`src/rtl/tlh_ram.sv`:
```
// Generic single-port-write, single-port-read RAM with registered read data.
// Depends on nothing.
module tlh_ram #(
    parameter int WIDTH = 8,
    parameter int DEPTH = 16
) (
    input  logic                     i_clk,
    input  logic                     i_we,
    input  logic [$clog2(DEPTH)-1:0] i_waddr,
    input  logic [WIDTH-1:0]         i_wdata,
    input  logic [$clog2(DEPTH)-1:0] i_raddr,
    output logic [WIDTH-1:0]         o_rdata
);
    logic [WIDTH-1:0] r_mem [DEPTH];

    always_ff @(posedge i_clk) begin
        if (i_we) r_mem[i_waddr] <= i_wdata;
        o_rdata <= r_mem[i_raddr];
    end
endmodule

```
`config.mk`:
```
export PLATFORM = sky130hd
export DESIGN_NAME = tlh_ram
export DESIGN_NICKNAME = d
export VERILOG_FILES = /design/src/rtl/tlh_ram.sv
export SDC_FILE = /design/constraint.sdc
export NUM_CORES = 1
export LEC_CHECK = 0
export ABC_AREA = 1
export BUFFER_PORTS_ARGS = -buffer_cell sky130_fd_sc_hd__buf_2
export CAP_MARGIN = 20
export CORE_UTILIZATION = 65
export DETAILED_ROUTE_END_ITERATION = 8
export PLACE_DENSITY_LB_ADDON = 0.05
export SETUP_SLACK_MARGIN = 0.05
export SLEW_MARGIN = 20
export SYNTH_ARGS = -nofsm -noshare
export SYNTH_HDL_FRONTEND = slang
export SYNTH_SLANG_ARGS = --single-unit
```
`constraint.sdc`:
```
create_clock -name i_clk -period 2.05 [get_ports i_clk]
set_input_delay 0.1025 -clock i_clk [delete_from_list [all_inputs] [get_ports i_clk]]
set_output_delay 0.1025 -clock i_clk [all_outputs]
set_load 0.01 [all_outputs]
```
==> results.sh, run 1 <==
export IMPL_p_leak_nw=2.885
export IMPL_cts_tree="done"
export IMPL_slew_headroom_pct=52.73
export IMPL_syn_num_nets=569
export IMPL_coreArea_um2=8382
export IMPL_cts_root_buf="clkbuf_8"
export IMPL_area_growth_pct=14.36
export IMPL_antenna_found_initial=0
export IMPL_netlist_area_leader_share_pct=66.65
export IMPL_synth_area_um2=5767
export IMPL_syn_area_per_cell_um2=10.47
export IMPL_drc=0
export IMPL_hold_viol=0
export IMPL_critPathTopFamily="flip-flops"
export IMPL_cts_sinks=136
export IMPL_internal_power_mw=5.072
export IMPL_drv_cap=0
export IMPL_status="finished, final reports clean"
export IMPL_arrival_ps=1050
export IMPL_clock_latency_ps=520
export IMPL_drive_above_1_share_pct=11.98
export IMPL_vias=3845
export IMPL_p_sw_mw=1.383
export IMPL_setup_viol=0
export IMPL_grt_setup_unrepaired="false"
export IMPL_worst_pin_slew_ps=706.4
export IMPL_synth_distinct_cells=12
export IMPL_ys_flop_type="edfxtp_1"
export IMPL_synth_edf_count=128
export IMPL_path_class="reg -> out"
export IMPL_ys_async_sr_fraction_pct=0
export IMPL_cts_resized_gates=0
export IMPL_grt_max_degree=65
export IMPL_period_needed_ps=1157
export IMPL_routed_wirelength_um=12490
export IMPL_placed_area_um2=5974
export IMPL_start_util_pct=68.80
export IMPL_grt_pass1_vias=3670
export IMPL_first_pass_iters=5
export IMPL_pwr_share_comb_pct=5.8
export IMPL_max_freq_ghz=0.8640
export IMPL_hold_path_class="in -> reg"
export IMPL_worst_setup_path_start_kind="flop"
export IMPL_setup_tns_ps=0
export IMPL_synthMostInstantiatedCell="nand2_1"
export IMPL_maxSlewViolCount=0
export IMPL_path_buf_inv=1
export IMPL_fin_area_um2=6595
export IMPL_synth_seq_area_share_pct=69.43
export IMPL_grt_pass1_wl_um=18760
export IMPL_syn_inst=551
export IMPL_ant_nets=0
export IMPL_fill_cells=532
export IMPL_synth_common_cells="nand2_1 (173), edfxtp_1 (128), inv_1 (100)"
export IMPL_path_cells="buf_2"
export IMPL_grt_ovfl_total=0
export IMPL_num_nets_final=606
export IMPL_seqPwrFrac_pct=48.5
export IMPL_vdd_ir_drop_max_mv=0.7993
export IMPL_drt_vias_per_instance=5.446
export IMPL_cts_buffer_depth=2
export IMPL_dp_hpwl_um=7345
export IMPL_drt_iter0_markers=277
export IMPL_end_kind="output pin"
export IMPL_grt_use_total_pct=29.78
export IMPL_clk_pin_slew_worst_paths_ps=60
export IMPL_power_density_nw_per_um2=978.9
export IMPL_p_clk_share_pct=45.7
export IMPL_yosysTopAreaCell="edfxtp_1"
export IMPL_ys_ff_latch=136
export IMPL_cts_inserted_buffers=17
export IMPL_layout_worst_path_cycle_share_pct=56.46
export IMPL_yosysWarnings=0
export IMPL_crit_required_ps=1950
export IMPL_routabilityCongestion=0.9022
export IMPL_critPathMaxFanout=1
export IMPL_ctsHtreeMaxLevel=4
export IMPL_switching_share_pct=21.43
export IMPL_critPathSlowestCell="dfxtp_1"
export IMPL_diodes=0
export IMPL_skew_ps=5.748
export IMPL_die_area_um2=9253
export IMPL_port_buffers=25
export IMPL_die_x_um=96.19
export IMPL_die_h_um=96.19
export IMPL_wl_per_cell_um=17.69
export IMPL_synth_area_leaders="edfxtp_1 (67%), nand2_1 (11%), nand3_1 (8.4%)"
export IMPL_io_pins=26
export IMPL_slowest_delay_ps=380
export IMPL_rows=33
cell type report:
class                   count  area (um^2)  share of cell area, %
multi-input cells         289         1214                  18.40
clock buffers              21        469.2                  7.114
clock inverters            11        121.4                  1.840
well taps                 105        131.4                  1.992
repair buffers             42        272.8                  4.136
inverters                 102        382.9                  5.805
flip-flops and latches    136         4004                  60.71
cells by family after synthesis:
logic type | share of synthesized area (%)
flops | 69.43
simple gates | 21.05
buf+inv | 9.525
power by group through the flow:
stage          clock [mW]  combinational [mW]  sequential (mW)
2_1_floorplan           0               0.219             3.19
3_3_place_gp            0               0.358             3.18
3_5_place_dp            0               0.365             3.19
4_1_cts              2.96               0.374             3.13
5_1_grt              3.07               0.415             3.14
6_report             2.95               0.375             3.13
through the flow:
| step | std cells | hold WS (ps) | power, mW | utilization (%) | setup slack [ps] |
|---|---|---|---|---|---|
| floorplan | 551 | 201.4 | 3.410 | - | 996.7 |
| global placement | 671 | 492.3 | 3.543 | 71.28 | 625.3 |
| detailed placement | 671 | 476.2 | 3.552 | 71.28 | 618.0 |
| CTS | 706 | 3.030 | 6.465 | 78.68 | 878.0 |
| global route | 706 | 3.067 | 6.624 | 78.68 | 863.5 |
| finish | 706 | 16.68 | 6.456 | 78.68 | 892.5 |
placed cells by master (no fill, tap or decap), types with 3 or more instances in the layout:
master         netlist  layout
buf_4                4      13
clkbuf_16            0      16
inv_1              100     100
dfxtp_1              8       8
edfxtp_1           128     128
nor2_1              17      17
buf_2               13      25
nand3_1             97      97
clkbuf_8             0       5
clkinvlp_4           0       4
dlygate4sd3_1        0       3
nand2_1            173     173
state kept, by name, summed over array words and instances (netlist names):
name / count
o_rdata: 8
r_mem: 128
routing by layer:
metal | share of wire [%] | vias up | track usage (%)
met5 | 0 | - | 0
met4 | 2.9 | 0 | 12.44
met3 | 8.6 | 30 | 8.057
met2 | 50 | 197 | 49.05
met1 | 38 | 1767 | 37.28
li1 | - | 1851 | -
final timing paths:
check | from | endpoint | slack [ps] | cells past startpoint
max | o_rdata[2]$_DFF_P_ | o_rdata[2] | 890 | 1
min | i_wdata[4] | r_mem[7][4]$_DFFE_PP_ | 20 | 1
max reg2reg | r_mem[1][7]$_DFFE_PP_ | o_rdata[7]$_DFF_P_ | 990 | 6
min reg2reg | r_mem[10][6]$_DFFE_PP_ | o_rdata[6]$_DFF_P_ | 660 | 6
repair_timing:
action | 4_1_cts | 5_1_grt
hold buffers | 3 | 0
endpoints found under the hold margin | 40 | 0
buffers inserted | 0 | 0
Power figures use the tool's default switching activity.
==> run 2: changes to the inputs <==
--- a/config.mk
+++ b/config.mk
@@ -5,10 +5,10 @@
 export SDC_FILE = /design/constraint.sdc
 export NUM_CORES = 1
 export LEC_CHECK = 0
-export ABC_AREA = 1
+export ABC_AREA = 0
 export BUFFER_PORTS_ARGS = -buffer_cell sky130_fd_sc_hd__buf_2
 export CAP_MARGIN = 20
-export CORE_UTILIZATION = 65
+export CORE_UTILIZATION = 54
 export DETAILED_ROUTE_END_ITERATION = 8
 export PLACE_DENSITY_LB_ADDON = 0.05
 export SETUP_SLACK_MARGIN = 0.05
==> constraint.sdc (replaced) <==
create_clock -name i_clk -period 1 [get_ports i_clk]
set_input_delay 0.05 -clock i_clk [delete_from_list [all_inputs] [get_ports i_clk]]
set_output_delay 0.05 -clock i_clk [all_outputs]
set_load 0.01 [all_outputs]
==> results.sh, run 2 <==
export IMPL_status="finished, violations left"
export IMPL_violations="negative setup slack"
export IMPL_die_h_um=99.64
export IMPL_netlist_area_leader_share_pct=74.67
export IMPL_antenna_found_initial=0
export IMPL_synth_common_cells="edfxtp_1 (128), mux4_2 (18), a22oi_1 (16)"
export IMPL_cts_sinks=136
export IMPL_start_util_pct=55.71
export IMPL_fin_ws_ps=-280.4
export IMPL_regMostFlops="r_mem"
export IMPL_period_needed_ps=1280
export IMPL_cts_buffer_depth=2
export IMPL_diodes=0
export IMPL_worst_setup_path_start_kind="flop"
export IMPL_path_class="reg -> reg"
export IMPL_end_kind="flop"
export IMPL_mostFrequentLayoutCells="edfxtp_1 (128), mux4_2 (32), buf_4 (32)"
export IMPL_worst_pin_slew_ps=927.5
export IMPL_ys_async_sr_fraction_pct=0
export IMPL_drv_cap=0
export IMPL_ys_flop_type="edfxtp_1"
export IMPL_synthMostInstantiatedCell="edfxtp_1"
export IMPL_routed_wirelength_um=9813
export IMPL_instances_no_fill=453
export IMPL_io_pins=26
export IMPL_largest_reg_flops=128
export IMPL_drt_vias_per_instance=5.541
export IMPL_synth_distinct_cells=19
export IMPL_drt_iter0_markers=152
export IMPL_port_buffers=25
export IMPL_ant_nets=0
export IMPL_post_cts_buffers=0
export IMPL_synth_area_um2=5147
export IMPL_dp_hpwl_um=6491
export IMPL_synth_seq_area_share_pct=77.78
export IMPL_layout_worst_path_cycle_share_pct=128.0
export IMPL_cts_root_buf="clkbuf_8"
export IMPL_ctsHtreeMaxLevel=4
export IMPL_reg_top3="r_mem (128), o_rdata (8)"
export IMPL_syn_num_nets=247
export IMPL_arrival_ps=1680
export IMPL_max_freq_ghz=0.7810
export IMPL_wl_met1_um=4536
export IMPL_drc=0
export IMPL_route_met3_wl_um=268
export IMPL_yosysTopAreaCell="edfxtp_1"
export IMPL_total_power_mw=13.73
export IMPL_yosysWarnings=0
export IMPL_grt_setup_unrepaired="true"
export IMPL_die_x_um=99.64
export IMPL_grt_pass1_vias=2730
export IMPL_routed_wl_met2_um=4846
export IMPL_drive_above_1_share_pct=46.91
export IMPL_placed_cells=413
export IMPL_wl_per_cell_um=21.66
export IMPL_synth_edf_count=128
export IMPL_routabilityCongestion=0.7358
export IMPL_slew_headroom_pct=38.04
export IMPL_vias=2510
export IMPL_clk_pin_slew_worst_paths_ps=60
export IMPL_crit_required_ps=1400
export IMPL_hold_viol=0
export IMPL_synth_area_leaders="edfxtp_1 (75%), mux4_2 (7.9%), mux4_1 (7.1%)"
export IMPL_syn_area_per_cell_um2=22.48
export IMPL_highest_layer="met4"
export IMPL_p_leak_nw=2.221
export IMPL_power_density_nw_per_um2=2094
export IMPL_mostFrequentLayoutCell="edfxtp_1"
export IMPL_grt_pass1_wl_um=15440
export IMPL_clock_latency_ps=510
export IMPL_syn_inst=229
export IMPL_coreArea_um2=9240
export IMPL_critPathMaxFanout=1
export IMPL_cts_tree="done"
export IMPL_rows=35
export IMPL_area_growth_pct=27.44
export IMPL_grt_ovfl_total=0
export IMPL_die_area_um2=9927
export IMPL_skew_ps=6.059
export IMPL_setup_viol=10
export IMPL_grt_use_total_pct=22.39
export IMPL_num_nets_final=329
export IMPL_maxSlewViolCount=0
export IMPL_hold_path_class="in -> reg"
export IMPL_grt_max_degree=21
export IMPL_cts_inserted_buffers=17
export IMPL_ys_ff_latch=136
export IMPL_first_pass_iters=4
export IMPL_vdd_ir_drop_max_mv=1.520
==> run 2: cell types whose count changed after synthesis, sizes merged, moves of 2 or more <==
cell / delta
inv: -102
mux4: +32
a22oi: +16
buf: -17
clkdlybuf4s25: +3
nand3: -96
nor3: +4
nand2: -164
nor2: -4
nand2b: +2
==> run 2: logic make-up (layout without fill, tap and decap cells) <==
logic type             after synthesis  count (layout)  synth area share [%]
flip-flops                         136             136                 77.78
AND/OR/NAND/NOR                     35              35                 3.184
AO/OA/AOI/OAI                       16              16                 2.334
buffers and inverters               10             105                 1.677
multiplexers                        32              32                 15.02
==> run 2: final cells by class <==
type,instances,area [um^2]
Timing Repair Buffer,73,636.9
Fill cell,590,2680
Multi-Input combinational cell,83,1129
Clock buffer,19,421.7
Tap cell,129,161.4
Sequential cell,136,4010
Clock inverter,13,201.4
==> run 2: critical path: stages (launching register included) <==
cell and delay (ps):
edfxtp_1 380, mux4_2 490, a22oi_2 230, nand2_1 70
==> run 2: through the flow <==
step / instance area (um^2) / hold slack (ps) / util, % / TNS [ps] / setup WS, ps
after floorplan: 5219 / 148.9 / - / -6126 / -157.5
after global placement: 5796 / 435.9 / 62.72 / -23990 / -499.2
after detailed placement: 5796 / 444.2 / 62.72 / -26050 / -493.9
after CTS: 6533 / 43.46 / 70.70 / -2231 / -278.1
after global routing: 6560 / 65.84 / 71.00 / -2548 / -312.9
final: 6560 / 62.53 / 71.00 / -2000 / -280.4
==> run 2: path summary, 6_finish.rpt <==
kind	start	endpoint	slack, ps	cells past startpoint
min reg2reg	r_mem[15][2]$_DFFE_PP_	o_rdata[2]$_DFF_P_	680	3
max reg2reg	r_mem[3][2]$_DFFE_PP_	o_rdata[2]$_DFF_P_	-280	3
max	r_mem[3][2]$_DFFE_PP_	o_rdata[2]$_DFF_P_	-280	3
min	i_waddr[0]	r_mem[4][6]$_DFFE_PP_	60	3
==> run 2: power by group <==
group          internal, mW  leakage [nW]  total [mW]  switching (mW)
clock network          4.28         0.291        6.55            2.26
registers              6.38          1.22        6.43          0.0460
logic                 0.371         0.706       0.762           0.391
total                  11.0          2.22        13.7            2.70
==> run 2: layer usage <==
metal,vias to the layer above,global-route usage [%]
met4,0,6.787
met3,14,5.762
met1,1325,31.05
met5,-,0
li1,1123,-
met2,48,35.52
==> run 2: timing repair <==
action	4_1_cts	5_1_grt
resized for setup	13	7
pin swaps	3	5
hold endpoints to repair	128	0
hold buffers	8	0
setup endpoints to repair	16	16
==> run 3: changes to the inputs <==
--- a/config.mk
+++ b/config.mk
@@ -8,9 +8,10 @@
 export ABC_AREA = 0
 export BUFFER_PORTS_ARGS = -buffer_cell sky130_fd_sc_hd__buf_2
 export CAP_MARGIN = 20
-export CORE_UTILIZATION = 54
+export CORE_UTILIZATION = 40
 export DETAILED_ROUTE_END_ITERATION = 8
 export PLACE_DENSITY_LB_ADDON = 0.05
+export RECOVER_POWER = 50
 export SETUP_SLACK_MARGIN = 0.05
 export SLEW_MARGIN = 20
 export SYNTH_ARGS = -nofsm -noshare
==> results.sh, run 3 (synthesis gave the netlist of run 2 again) <==
export IMPL_status="finished, violations left"
export IMPL_violations="negative setup slack"
export IMPL_reg_top3="r_mem (128), o_rdata (8)"
export IMPL_grt_use_total_pct=17.01
export IMPL_port_buffers=25
export IMPL_drt_vias_per_instance=4.963
export IMPL_dp_hpwl_um=6503
export IMPL_area_growth_pct=26.91
export IMPL_mostFrequentLayoutCell="edfxtp_1"
export IMPL_die_h_um=115.4
export IMPL_path_buf_inv=0
export IMPL_worst_setup_path_start_kind="flop"
export IMPL_p_leak_nw=2.177
export IMPL_coreArea_um2=12570
export IMPL_reg2reg_from="r_mem[15][5]$_DFFE_PP_"
export IMPL_antenna_found_initial=0
export IMPL_reg2reg_slack_ps=-250
export IMPL_slowest_delay_ps=520
export IMPL_ant_nets=0
export IMPL_hold_slack_ps=151.8
export IMPL_routabilityCongestion=0.6601
export IMPL_power_density_nw_per_um2=1969
export IMPL_r2r_end="o_rdata[5]$_DFF_P_"
export IMPL_critPathTopFamily="multiplexers"
export IMPL_arrival_ps=1540
export IMPL_cts_sinks=136
export IMPL_worst_pin_slew_ps=872.8
export IMPL_regMostFlops="r_mem"
export IMPL_holdCritStartpoint="i_wdata[7]"
export IMPL_cts_inserted_buffers=17
export IMPL_min_path_cells=1
export IMPL_first_pass_iters=4
export IMPL_critPathMaxFanout=1
export IMPL_cts_buffer_depth=2
export IMPL_die_area_um2=13330
export IMPL_path_class="reg -> reg"
export IMPL_drt_iter0_markers=102
export IMPL_clock_latency_ps=410
export IMPL_grt_max_degree=18
export IMPL_hold_path_end="r_mem[7][7]$_DFFE_PP_"
export IMPL_cts_tree="done"
export IMPL_grt_ovfl_total=0
export IMPL_fin_ws_ps=-247.9
export IMPL_cts_root_buf="clkbuf_16"
export IMPL_r2r_cells=3
export IMPL_start_util_pct=40.96
export IMPL_setup_viol=8
export IMPL_rows=41
export IMPL_io_pins=26
export IMPL_cts_hold_buf=0
export IMPL_critPathSlowestCell="mux4_2"
export IMPL_grt_setup_unrepaired="true"
export IMPL_die_x_um=115.4
export IMPL_slew_headroom_pct=41.60
export IMPL_vdd_ir_drop_max_mv=1.267
export IMPL_routed_wirelength_um=9949
export IMPL_drc=0
export IMPL_crit_required_ps=1290
export IMPL_hold_path_class="in -> reg"
export IMPL_layout_worst_path_cycle_share_pct=124.8
export IMPL_drv_cap=0
export IMPL_grt_pass1_vias=2517
export IMPL_period_needed_ps=1248
export IMPL_clk_pin_slew_worst_paths_ps=50
export IMPL_num_nets_final=319
export IMPL_end_kind="flop"
export IMPL_wl_per_cell_um=20.47
export IMPL_max_freq_ghz=0.8013
export IMPL_fill_cells=1020
export IMPL_ctsHtreeMaxLevel=4
export IMPL_vias=2412
export IMPL_hold_viol=0
export IMPL_grt_pass1_wl_um=15060
export IMPL_maxSlewViolCount=0
export IMPL_skew_ps=7.764
export IMPL_largest_reg_flops=128
export IMPL_total_power_mw=12.86
export IMPL_drive_above_1_share_pct=43.63
export IMPL_path_cells="mux4_2 -> a22oi_2 -> nand2_1"
export IMPL_diodes=0
export IMPL_setup_tns_ps=-1816
export IMPL_mostFrequentLayoutCells="edfxtp_1 (128), mux4_2 (31), buf_4 (20)"
[run 3: cell count changes in the layout (fill, tap and decap cells not counted), sizes merged]
cell,change
dlymetal6s2s,+1
inv,-1
clkbuf,+7
dlygate4sd3,-8
clkinvlp,-3
clkinv,+8
bufinv,-3
buf,-11
[run 3: how the worst max path moves through the flow]
stage,startpoint,end,slack (ps),depth (start not counted)
after floorplan,i_raddr[0],o_rdata[1]$_DFF_P_,-160,5
after global placement,i_raddr[0],o_rdata[6]$_DFF_P_,-560,6
after detailed placement,i_raddr[0],o_rdata[6]$_DFF_P_,-560,6
after CTS,r_mem[3][0]$_DFFE_PP_,o_rdata[0]$_DFF_P_,-270,3
after global routing,r_mem[3][7]$_DFFE_PP_,o_rdata[7]$_DFF_P_,-320,3
final,r_mem[15][5]$_DFFE_PP_,o_rdata[5]$_DFF_P_,-250,3
[run 3: per-stage QoR]
step                setup slack, ps  cell area, um^2  utilization [%]  instances
floorplan                    -157.5             5219                -        229
global placement             -563.0             5967            47.48        455
detailed placement           -560.7             5967            47.48        455
CTS                          -267.4             6540            52.04        486
global route                 -318.2             6533            51.98        486
finish                       -247.9             6533            51.98        486
[run 3: metal layers]
metal	global-route usage (%)	wire [um]	part of all wire [%]	vias up
li1	-	-	-	1109
met1	22.56	4506	45	1251
met2	26.23	4981	50	43
met4	7.013	115	1.2	0
met5	0	0	0	-
met3	5.230	346	3.5	9
[run 3: layout make-up]
type                       count  area (um^2)  share of cell area [%]
sequential                   136         4005                   61.31
clock buffer                  18        429.2                   6.570
timing repair buffer          63        624.3                   9.558
clock inverter                14        113.9                   1.743
tap                          172        215.2                   3.294
multi-input combinational     83         1145                   17.53
[run 3: where the power goes]
part,internal [mW],total [mW],switching (mW)
logic,0.361,0.759,0.398
clock network,3.58,5.69,2.11
registers,6.38,6.41,0.0323
total,10.3,12.9,2.54
[run 3: what timing repair did]
action,4_1_cts,5_1_grt
pin swaps,0,1
hold endpoints to repair,0,0
endpoints found under the setup margin,9,9
buffers inserted,0,0
gates resized for setup,10,4
